## src/rtl/fawot_pkg.sv

```systemverilog
// Package for the frame allocator with owner table.
// Holds command codes, field widths and default sizes; depends on nothing.
`default_nettype none

package fawot_pkg;

  // Default number of managed frames.
  localparam int FRAMES_DEF = 64;

  // Fixed field widths of the command and result ports.
  localparam int CMD_W   = 2;
  localparam int OWNER_W = 8;
  localparam int SIZE_W  = 7;

  // One RAM word holds the free flag above the owner tag.
  localparam int ENTRY_W = OWNER_W + 1;

  // Command codes.
  localparam logic [CMD_W-1:0] CMD_ALLOC   = 2'd0;
  localparam logic [CMD_W-1:0] CMD_RELEASE = 2'd1;
  localparam logic [CMD_W-1:0] CMD_QUERY   = 2'd2;

endpackage

`default_nettype wire

```

## src/rtl/fawot_ram.sv

```systemverilog
// Generic single-write, single-read RAM with a registered read port.
// Width and depth come from parameters; defaults from fawot_pkg.
`default_nettype none

module fawot_ram #(
  parameter int WIDTH = fawot_pkg::ENTRY_W,
  parameter int DEPTH = fawot_pkg::FRAMES_DEF
) (
  input  wire logic                     clk,
  input  wire logic                     we,
  input  wire logic [$clog2(DEPTH)-1:0] waddr,
  input  wire logic [WIDTH-1:0]         wdata,
  input  wire logic                     re,
  input  wire logic [$clog2(DEPTH)-1:0] raddr,
  output logic      [WIDTH-1:0]         rdata
);

  logic [WIDTH-1:0] mem [DEPTH];

  always_ff @(posedge clk) begin
    if (we) begin
      mem[waddr] <= wdata;
    end
    if (re) begin
      rdata <= mem[raddr];
    end
  end

endmodule

`default_nettype wire

```

## src/rtl/frame_allocator_with_owner_table.sv

```systemverilog
// Frame allocator with owner table: top level. Uses fawot_pkg and fawot_ram.
// Query, zero-size allocate, refused allocate and unused commands answer in the
// cycle after the start transfer; a granted allocate or a release answers after
// a scan of every frame. One command at a time: busy stays high until the result
// strobe has been shown, and the scan reads one RAM entry per cycle. After reset a
// clearing pass marks every frame free, with busy high. The receiver cannot stall:
// done lasts one cycle.
`default_nettype none

module frame_allocator_with_owner_table #(
  parameter int FRAMES = fawot_pkg::FRAMES_DEF
) (
  input  wire logic                          clk,
  input  wire logic                          rst,
  input  wire logic                          start,
  output logic                               busy,
  input  wire logic [fawot_pkg::CMD_W-1:0]   command,
  input  wire logic [fawot_pkg::OWNER_W-1:0] owner_id,
  input  wire logic [fawot_pkg::SIZE_W-1:0]  request_size,
  output logic                               done,
  output logic                               success,
  output logic      [fawot_pkg::SIZE_W-1:0]  free_frames
);

  // Index width, free counter width, and a width that holds both the
  // request size and the counter for the sufficiency compare.
  localparam int IW = $clog2(FRAMES);
  localparam int CW = $clog2(FRAMES + 1);
  localparam int WW = (CW > fawot_pkg::SIZE_W) ? CW : fawot_pkg::SIZE_W;
  localparam logic [IW-1:0] LAST_IDX = IW'(FRAMES - 1);

  // Sequencer states.
  localparam logic [1:0] ST_INIT = 2'd0;
  localparam logic [1:0] ST_IDLE = 2'd1;
  localparam logic [1:0] ST_SCAN = 2'd2;
  localparam logic [1:0] ST_RESP = 2'd3;

  logic [1:0]                      state;
  logic [IW-1:0]                   idx;         // next frame to read, or to clear
  logic                            issue_done;  // every frame has been read
  logic                            rd_valid;    // RAM output holds frame rd_idx
  logic                            rd_last;     // that frame is the last one
  logic [IW-1:0]                   rd_idx;
  logic [CW-1:0]                   cnt;         // free frame count
  logic [fawot_pkg::SIZE_W-1:0]    taken;       // frames claimed by this allocate
  logic [fawot_pkg::CMD_W-1:0]     cmd;
  logic [fawot_pkg::OWNER_W-1:0]   owner;
  logic [fawot_pkg::SIZE_W-1:0]    want;

  // RAM port signals.
  logic                            ram_we;
  logic [IW-1:0]                   ram_waddr;
  logic [fawot_pkg::ENTRY_W-1:0]   ram_wdata;
  logic                            ram_re;
  logic [fawot_pkg::ENTRY_W-1:0]   ram_rdata;

  // Decoded fields of the entry that the RAM just returned.
  logic                            ent_free;
  logic [fawot_pkg::OWNER_W-1:0]   ent_owner;
  logic                            claim;       // allocate takes this frame
  logic                            give_back;   // release frees this frame
  logic                            too_big;     // request exceeds free count

  assign busy        = (state != ST_IDLE);
  assign done        = (state == ST_RESP);
  assign free_frames = fawot_pkg::SIZE_W'(cnt);

  assign ent_free  = ram_rdata[fawot_pkg::OWNER_W];
  assign ent_owner = ram_rdata[fawot_pkg::OWNER_W-1:0];
  assign too_big   = WW'(request_size) > WW'(cnt);

  // A frame is claimed while the allocate still needs more; a release only
  // looks at taken frames, so the owner tag left in a free frame never
  // counts.
  assign claim     = (state == ST_SCAN) && rd_valid && (cmd == fawot_pkg::CMD_ALLOC) &&
                     ent_free && (taken < want);
  assign give_back = (state == ST_SCAN) && rd_valid && (cmd == fawot_pkg::CMD_RELEASE) &&
                     !ent_free && (ent_owner == owner);

  // RAM control. The read runs one frame ahead of the write, so a read and a
  // write in the same cycle never meet at one address.
  always_comb begin
    ram_we    = 1'b0;
    ram_waddr = rd_idx;
    ram_wdata = {1'b1, owner};
    ram_re    = 1'b0;
    if (state == ST_INIT) begin
      ram_we    = 1'b1;
      ram_waddr = idx;
      ram_wdata = {1'b1, {fawot_pkg::OWNER_W{1'b0}}};
    end else if (claim) begin
      ram_we    = 1'b1;
      ram_wdata = {1'b0, owner};
    end else if (give_back) begin
      ram_we    = 1'b1;
      ram_wdata = {1'b1, ent_owner};
    end
    if (state == ST_SCAN && !issue_done) begin
      ram_re = 1'b1;
    end
  end

  fawot_ram #(
    .WIDTH (fawot_pkg::ENTRY_W),
    .DEPTH (FRAMES)
  ) u_frames (
    .clk   (clk),
    .we    (ram_we),
    .waddr (ram_waddr),
    .wdata (ram_wdata),
    .re    (ram_re),
    .raddr (idx),
    .rdata (ram_rdata)
  );

  // Sequencer. Commands that need no scan answer straight from the free
  // counter; a granted allocate and a release walk every frame once.
  always_ff @(posedge clk) begin
    if (rst) begin
      state    <= ST_INIT;
      idx      <= '0;
      rd_valid <= 1'b0;
      cnt      <= CW'(FRAMES);
    end else begin
      unique case (state)
        ST_INIT: begin
          idx <= idx + 1'b1;
          if (idx == LAST_IDX) begin
            state <= ST_IDLE;
          end
        end

        ST_IDLE: begin
          if (start) begin
            cmd        <= command;
            owner      <= owner_id;
            want       <= request_size;
            idx        <= '0;
            issue_done <= 1'b0;
            taken      <= '0;
            rd_valid   <= 1'b0;
            unique case (command)
              fawot_pkg::CMD_ALLOC: begin
                // A zero-size request is granted without touching any frame;
                // an oversize one is refused with no change.
                if (request_size == '0) begin
                  success <= 1'b1;
                  state   <= ST_RESP;
                end else if (too_big) begin
                  success <= 1'b0;
                  state   <= ST_RESP;
                end else begin
                  state <= ST_SCAN;
                end
              end
              fawot_pkg::CMD_RELEASE: begin
                state <= ST_SCAN;
              end
              fawot_pkg::CMD_QUERY: begin
                success <= !too_big;
                state   <= ST_RESP;
              end
              default: begin
                // The unused command code changes nothing and reports failure.
                success <= 1'b0;
                state   <= ST_RESP;
              end
            endcase
          end
        end

        ST_SCAN: begin
          // Issue side: one read per cycle until the last frame is read.
          rd_valid <= !issue_done;
          rd_last  <= !issue_done && (idx == LAST_IDX);
          rd_idx   <= idx;
          if (!issue_done) begin
            idx <= idx + 1'b1;
            if (idx == LAST_IDX) begin
              issue_done <= 1'b1;
            end
          end
          // Update side: keep the free counter in step with the RAM writes.
          if (claim) begin
            taken <= taken + 1'b1;
            cnt   <= cnt - 1'b1;
          end else if (give_back) begin
            cnt <= cnt + 1'b1;
          end
          if (rd_valid && rd_last) begin
            success <= 1'b1;
            state   <= ST_RESP;
          end
        end

        ST_RESP: begin
          state <= ST_IDLE;
        end

        default: begin
          state <= ST_IDLE;
        end
      endcase
    end
  end

endmodule

`default_nettype wire
```

## config.mk

```make
export PLATFORM = sky130hd
export DESIGN_NAME = frame_allocator_with_owner_table
export DESIGN_NICKNAME = d
export VERILOG_FILES = /design/src/rtl/fawot_pkg.sv /design/src/rtl/fawot_ram.sv /design/src/rtl/frame_allocator_with_owner_table.sv
export SDC_FILE = /design/constraint.sdc
export NUM_CORES = 1
export LEC_CHECK = 0
export BUFFER_PORTS_ARGS = -buffer_cell sky130_fd_sc_hd__buf_4
export CAP_MARGIN = 20
export CORE_UTILIZATION = 44
export DETAILED_ROUTE_END_ITERATION = 7
export GPL_TIMING_DRIVEN = 0
export SETUP_SLACK_MARGIN = 0.15
export SYNTH_ARGS = -nofsm -noshare
export SYNTH_HDL_FRONTEND = slang
export SYNTH_SLANG_ARGS = --single-unit
```

## constraint.sdc

```tcl
create_clock -name clk -period 6.7 [get_ports clk]
set_input_delay 0.335 -clock clk [delete_from_list [all_inputs] [get_ports clk]]
set_output_delay 0.335 -clock clk [all_outputs]
set_load 0.05 [all_outputs]
```

# --- Word level (Yosys, flattened, before mapping) ---
# Memory sizes are Yosys's and may differ from the RTL's. A register that Yosys moved wholly into a read port is not among the register bits.
# Index checks and enable logic that the tools add are counted.
word_totals:
  regBits: 49
  ram_bits: 576
  output_inout_bits: 10
  elab_cells: 101
  mem_count: 1
mem_list:
  columns: ["memory", "depth", "width", "read_ports", "rd_clocked_by_memory_dff", "write_ports", "line", "text"]
  rows:
  - ["u_frames.mem", 64, 9, 1, 1, 1, "fawot_ram.sv:18", "logic [WIDTH-1:0] mem [DEPTH];"]
op_classes:
  addsub: 4
  magnitude_cmp: 2
  eq_ne: 16
  mux: 36
  bitwise: 1
  reduce_logical: 29
ops:
  columns: ["op", "count"]
  rows:
  - ["2-to-1 mux 7 bit", 4]
  - ["2-to-1 mux 6 bit", 3]
  - ["2-to-1 mux 9 bit", 2]
  - ["one-hot mux 6 bit (3 select lines)", 1]
  - ["2-to-1 mux 1 bit", 15]
  - ["adder 7 x 1 -> 7 bit (second input constant)", 2]
  - ["one-hot mux 7 bit (2 select lines)", 1]
  - ["AND reduction 3 bit", 4]
  - ["logical AND 1 bit", 10]
  - ["== test 8 bit", 1]
  - ["2-to-1 mux 8 bit", 1]
  - ["inequality test 2 bit (second input constant)", 4]
  - ["one-hot mux 2 bit (4 select lines)", 1]
  - ["> comparator 7 bit", 1]
  - ["logical NOT 7 bit", 1]
  - ["less-than comparator 7 bit", 1]
  - ["subtractor 7 x 1 -> 7 bit (second input constant)", 1]
  - ["adder 6 x 1 -> 6 bit (second input constant)", 1]
  - ["== test 2 x 1 -> 1 bit (second input constant)", 3]
  - ["== test 2 bit (second input constant)", 3]
  - ["== test 6 bit (second input constant)", 1]
  - ["logical NOT 2 bit", 3]
  - ["2-to-1 mux 2 bit", 3]
  - ["inequality test 2 x 1 -> 1 bit (second input constant)", 3]
  - ["other kinds (11)", 18]

# --- Longest topological paths before layout ---
logic_depth:
  depth_word: 10
  mapped_depth: 16
  mapped_depth_nobuf: 14

# --- Modules after synthesis ---
# From an unflattened synthesis, not the netlist that was laid out.
unflattened:
  hier_cells: 1291
  hier_area_um2: 25519.5
modules_own_cells:
  columns: ["module", "instances", "cells_per_inst", "area_per_inst_um2", "seq_area_each_um2"]
  rows:
  - ["fawot_ram", 1, 1020, 22684.3, 17566.8]
  - ["frame_allocator_with_owner_table", 1, 271, 2835.2, 1311.3]

# --- Worst setup path before layout ---
# OpenSTA, ideal clock, no wires.
synth_path:
  path_type: "register to register"
  startpoint: "register state[0]"
  endpoint: "memory u_frames.mem[0][0] (netlist bit), data pin"
  arrival_time_ns: 2.736
  setup_slack_ns: 3.448
  path_stages_with_launch: 7
  n_path_buf: 3
  synth_period_minus_slack_ns: 3.252
  cell_sequence: "dfxtp_1 inv_1 ha_1 buf_2 buf_2 clkbuf_1 nor2b_1"
synth_via:
  elab_chain_cells: 8
  elab_cells_between_ends: 12
synth_rtl:
  columns: ["item", "line", "text"]
  rows:
  - ["start: declaration", "frame_allocator_with_owner_table.sv:38", "logic [1:0] state;"]
  - ["start signal: assignment", "frame_allocator_with_owner_table.sv:120", "state <= ST_INIT;"]
  - ["start signal: assignment", "frame_allocator_with_owner_table.sv:129", "state <= ST_IDLE;"]
  - ["start signal: assignment", "frame_allocator_with_owner_table.sv:148", "state <= ST_RESP;"]
  - ["== test 2 bit", "frame_allocator_with_owner_table.sv:75, frame_allocator_with_owner_table.sv:77", null]
  - ["logical AND 1 bit", "frame_allocator_with_owner_table.sv:75, frame_allocator_with_owner_table.sv:77", null]
  - ["logical AND 1 bit (2 in series)", "frame_allocator_with_owner_table.sv:77", "assign give_back = (state == ST_SCAN) && rd_valid && (cmd == fawot_pkg::CMD_RELEASE) &&"]
  - ["logical AND 1 bit", "frame_allocator_with_owner_table.sv:78", "!ent_free && (ent_owner == owner);"]
  - ["2-to-1 mux 8 bit", "frame_allocator_with_owner_table.sv:94", "end else if (give_back) begin"]
  - ["2-to-1 mux 9 bit", "frame_allocator_with_owner_table.sv:91", "end else if (claim) begin"]
  - ["2-to-1 mux 9 bit *", "frame_allocator_with_owner_table.sv:87", "if (state == ST_INIT) begin"]
  - ["via ram_wdata (one bit)", "frame_allocator_with_owner_table.sv:53", "logic [fawot_pkg::ENTRY_W-1:0] ram_wdata;"]
  - ["end: declaration", "fawot_ram.sv:18", null]
# Mark *: on every way through the listed nets, which the timed path passes. The rest lies on a longest branch.

# --- Worst setup path in the final report ---
layout_path:
  startpoint: "register idx[2]"
  endpoint: "memory u_frames.mem[8][1] (netlist bit) (enable)"
layout_via:
  elab_chain_cells: 1
layout_rtl:
  columns: ["item", "line", "text"]
  rows:
  - ["start: declaration", "frame_allocator_with_owner_table.sv:39", "logic [IW-1:0] idx;"]
  - ["start signal: assignment", "frame_allocator_with_owner_table.sv:127", "idx <= idx + 1'b1;"]
  - ["start signal: assignment", "frame_allocator_with_owner_table.sv:178", "idx <= idx + 1'b1;"]
  - ["2-to-1 mux 6 bit", "frame_allocator_with_owner_table.sv:87", null]
# No other way between the ends.

==> flow_summary.toml <==
[logic_synthesis]
yosysTopAreaCell = "edfxtp_1"
ys_seq_area_share_pct = 74.2
async_flop_share_pct = 0
syn_area_per_cell_um2 = 19.6
yosysTopAreaCellShare_pct = 72.9
synthFlopType = "edfxtp_1"
synth-seq-cells = 634
yosys_warnings = 0
synth_edf_count = 618
syn_area_um2 = 25500
postSynthCellCount = 1301
synth_cell_type_count = 63
ys_top_cells_by_area = "edfxtp_1 (73%), mux4_2 (11%), mux4_1 (1.4%), dfxtp_1 (1.3%), ha_1 (1.2%)"
synth_nets = 1346

[timing]
tightest_slew_ps = 1190
max_freq_mhz = 254
finalSetupTns_ps = 0
fin_crit_sh_pct = 58.7
rsz0062_at_grt = "no"
finalMaxSlewViolations = 0
clock_skew_ps = 28.2
period_needed_ps = 3930
relSlewSlack_pct = 20.5
hold_viol_final = 0
fin_ws_ps = 2770
setup-violations-final = 0

[global_route]
first_global_vias = 13500
gr-usage-met3_pct = 4.69
grt_pass1_wl_mm = 98.6
antenna_found_initial = 0
grt_usage_pct = 23.9
grt_use_met2_pct = 36.0
overflow = 0
grtUsageMet1_pct = 34.6
busiest_layer = "met2"
grt_max_degree = 43

[drt]
wl_mm = 69.0
via_per_inst = 6.08
drtAntennaViolNets = 0
vias = 13700
drt-initial-drc-count = 1847
drc = 0
routedWlPerCell_um = 30.7
firstDrtPassIters = 6

[pwr]
p_seq_share_pct = 40.7
p_sw_share_pct = 30.9
p_leak_nw = 9.73
p_clk_share_pct = 32.5
totalPowerFinal_mw = 11.9
internal_power_mw = 8.24
switching_power_mw = 3.68
pwr-share-comb_pct = 26.8
cellPowerDensity_nw_per_um2 = 403
irDropWorstVdd_mv = 0.225

[die]
die_width_um = 243
dieArea_um2 = 58800
boundaryPins = 30
dieHeight_um = 243
rows = 87
start_util_pct = 44.8
core_area_um2 = 56800

[final_layout]
nets = 1488
fin_area_um2 = 29600
antenna_cells = 0
area_growth_pct = 16.2
num-fill-cells = 4525
drive_above_1_share_pct = 24.1

[cts]
clockRootBuffer = "clkbuf_16"
clock_path_buffers = 3
clk_pin_slew_worst_paths_ps = 60
cts_made_buffers = 68
cts_resized = 0
clkLatencyLatePin_ps = 610
cts.sinks = 634
htreeDepth = 3
cts_tree = "yes"

[min_path]
hp-class = "input port to flip-flop"

[worst_setup_path]
worst-path-buf-inv = 2
worst_setup_path_end_kind = "flip-flop"
cp_slowest_cell = "a31oi_2"
worstSetupPathType = "flip-flop to flip-flop"
worstPathRequired_ps = 6920
cp_slowest_stage_delay_ps = 970
crit_family = "compound AO/OA/AOI/OAI gates"
critPathArrivalTime_ps = 4150
path_cells = "buf_2, clkinv_1, a31oi_2, nor2_1, a31oi_2, nor2_1"
worstPathMaxFanout = 10
cp-start-kind = "flip-flop"

[place]
post_dp_cell_area_um2 = 27100
io_buffers = 28
dp_hpwl_mm = 44.9
gp_congestion = 0.929
pre_cts_ws_ps = 2730

[flow_run]
maxCapViolations = 0

[status]
status = "finished clean"
## path summary, 6_finish.rpt
| path | endpoint | slack, ps | cells after the start | startpoint |
|---|---|---|---|---|
| worst max register to register | u_frames.mem[8][1] | 2770 | 6 | idx[2] |
| worst max-delay path | u_frames.mem[8][1] | 2770 | 6 | idx[2] |
| worst min-delay path | state[0] | 170 | 2 | rst |
| worst min register to register | rd_idx[5] | 430 | 0 | idx[5] |
## cells in the final DEF, fill, tap and decap left out, types with 14 or more instances in the layout
cell	synthesis	final
mux4_2	123	123
clkbuf_16	0	70
a21oi_1	20	20
inv_1	32	32
nor3_1	38	16
nor3_2	0	22
edfxtp_1	618	618
buf_4	9	42
clkinv_1	1	14
ha_1	24	24
dfxtp_1	16	16
mux2i_1	29	29
dlygate4sd3_1	0	17
a221oi_1	16	16
clkbuf_1	25	36
mux4_1	14	14
buf_2	21	28
a22oi_1	30	30
nand2_1	42	41
nor2_1	72	72
## state kept, by name, summed over array words and instances, names as in the netlist
register and cells:
u_frames.rdata 9, idx 6, rd_idx 6, rd_valid 1, u_frames.mem 576, free_frames 7, owner 8, state 2
issue_done 1, cmd 2, taken 7, success 1, want 7, rd_last 1
## layer usage
layer	vias up	wire length, µm
li1	5646	-
met3	136	6680
met2	761	31300
met1	7135	28700
met4	0	2290
met5	-	0
## kinds of logic (layout without fill, tap and decap cells)
group,count (synthesis),after routing,synth area share [%]
AO/OA/AOI/OAI,145,145,4.41
XOR/XNOR,21,21,0.723
adder cells (fa/ha/maj),25,25,1.26
buffers and inverters,100,291,2.10
flip-flops,634,634,74.2
multiplexers,167,167,13.5
AND/OR/NAND/NOR,209,209,3.84
## through the flow
| stage | util, % | hold slack (ps) | cells |
|---|---|---|---|
| finish | 52.0 | 171 | 2248 |
| global route | 52.0 | 210 | 2248 |
| CTS | 52.0 | 156 | 2246 |
| detailed placement | 47.7 | 417 | 2110 |
| global placement | 46.8 | 409 | 2085 |
| floorplan | - | 406 | 1301 |
## area by class of cell
cell class | count | area [µm²] | share of cell area, %
flip-flops and latches | 634 | 18900 | 63.8
well taps | 756 | 946 | 3.20
plain buffers | 66 | 407 | 1.38
repair buffers | 72 | 708 | 2.39
clock buffers | 83 | 1820 | 6.16
clock inverters | 36 | 463 | 1.57
inverters | 34 | 128 | 0.432
multi-input cells | 567 | 6220 | 21.0
## cells in the mapped netlist (all sizes together) (5+ instances only)
master	count
nand2	42
o221ai	8
a31oi	10
buf	40
nand4	5
a221oi	18
ha	24
xnor2	12
a21o	8
nor3	38
nand3	11
dfxtp	16
a211oi	9
nor2	72
nand2b	5
a21oi	20
a22o	6
mux4	137
nor2b	20
and2	6
o21ai	10
mux2i	29
a22oi	30
edfxtp	618
xor2	9
clkbuf	26
inv	33
## repair_timing
item,in CTS,in global routing
hold endpoints to repair,17,0
buffers inserted,0,0
endpoints found under the setup margin,0,0
hold buffers,17,0
## power by group through the flow
stage / Sequential [mW] / Combinational (mW) / Clock [mW]
CTS: 4.85 / 3.16 / 3.91
detailed placement: 4.93 / 3.14 / 0
global placement: 4.97 / 2.96 / 0
floorplan: 4.93 / 1.75 / 0
global route: 4.86 / 3.30 / 4.05
finish: 4.85 / 3.19 / 3.88
## worst reg2reg max path, delay by kind of cell, from the launching register on
family | cells | cell delay [ps]
AND/OR/NAND/NOR | 2 | 650
AO/OA/AOI/OAI | 2 | 1810
flip-flops | 1 | 360
buffers and inverters | 2 | 740
Note: power is estimated with default switching activity, not from simulation.
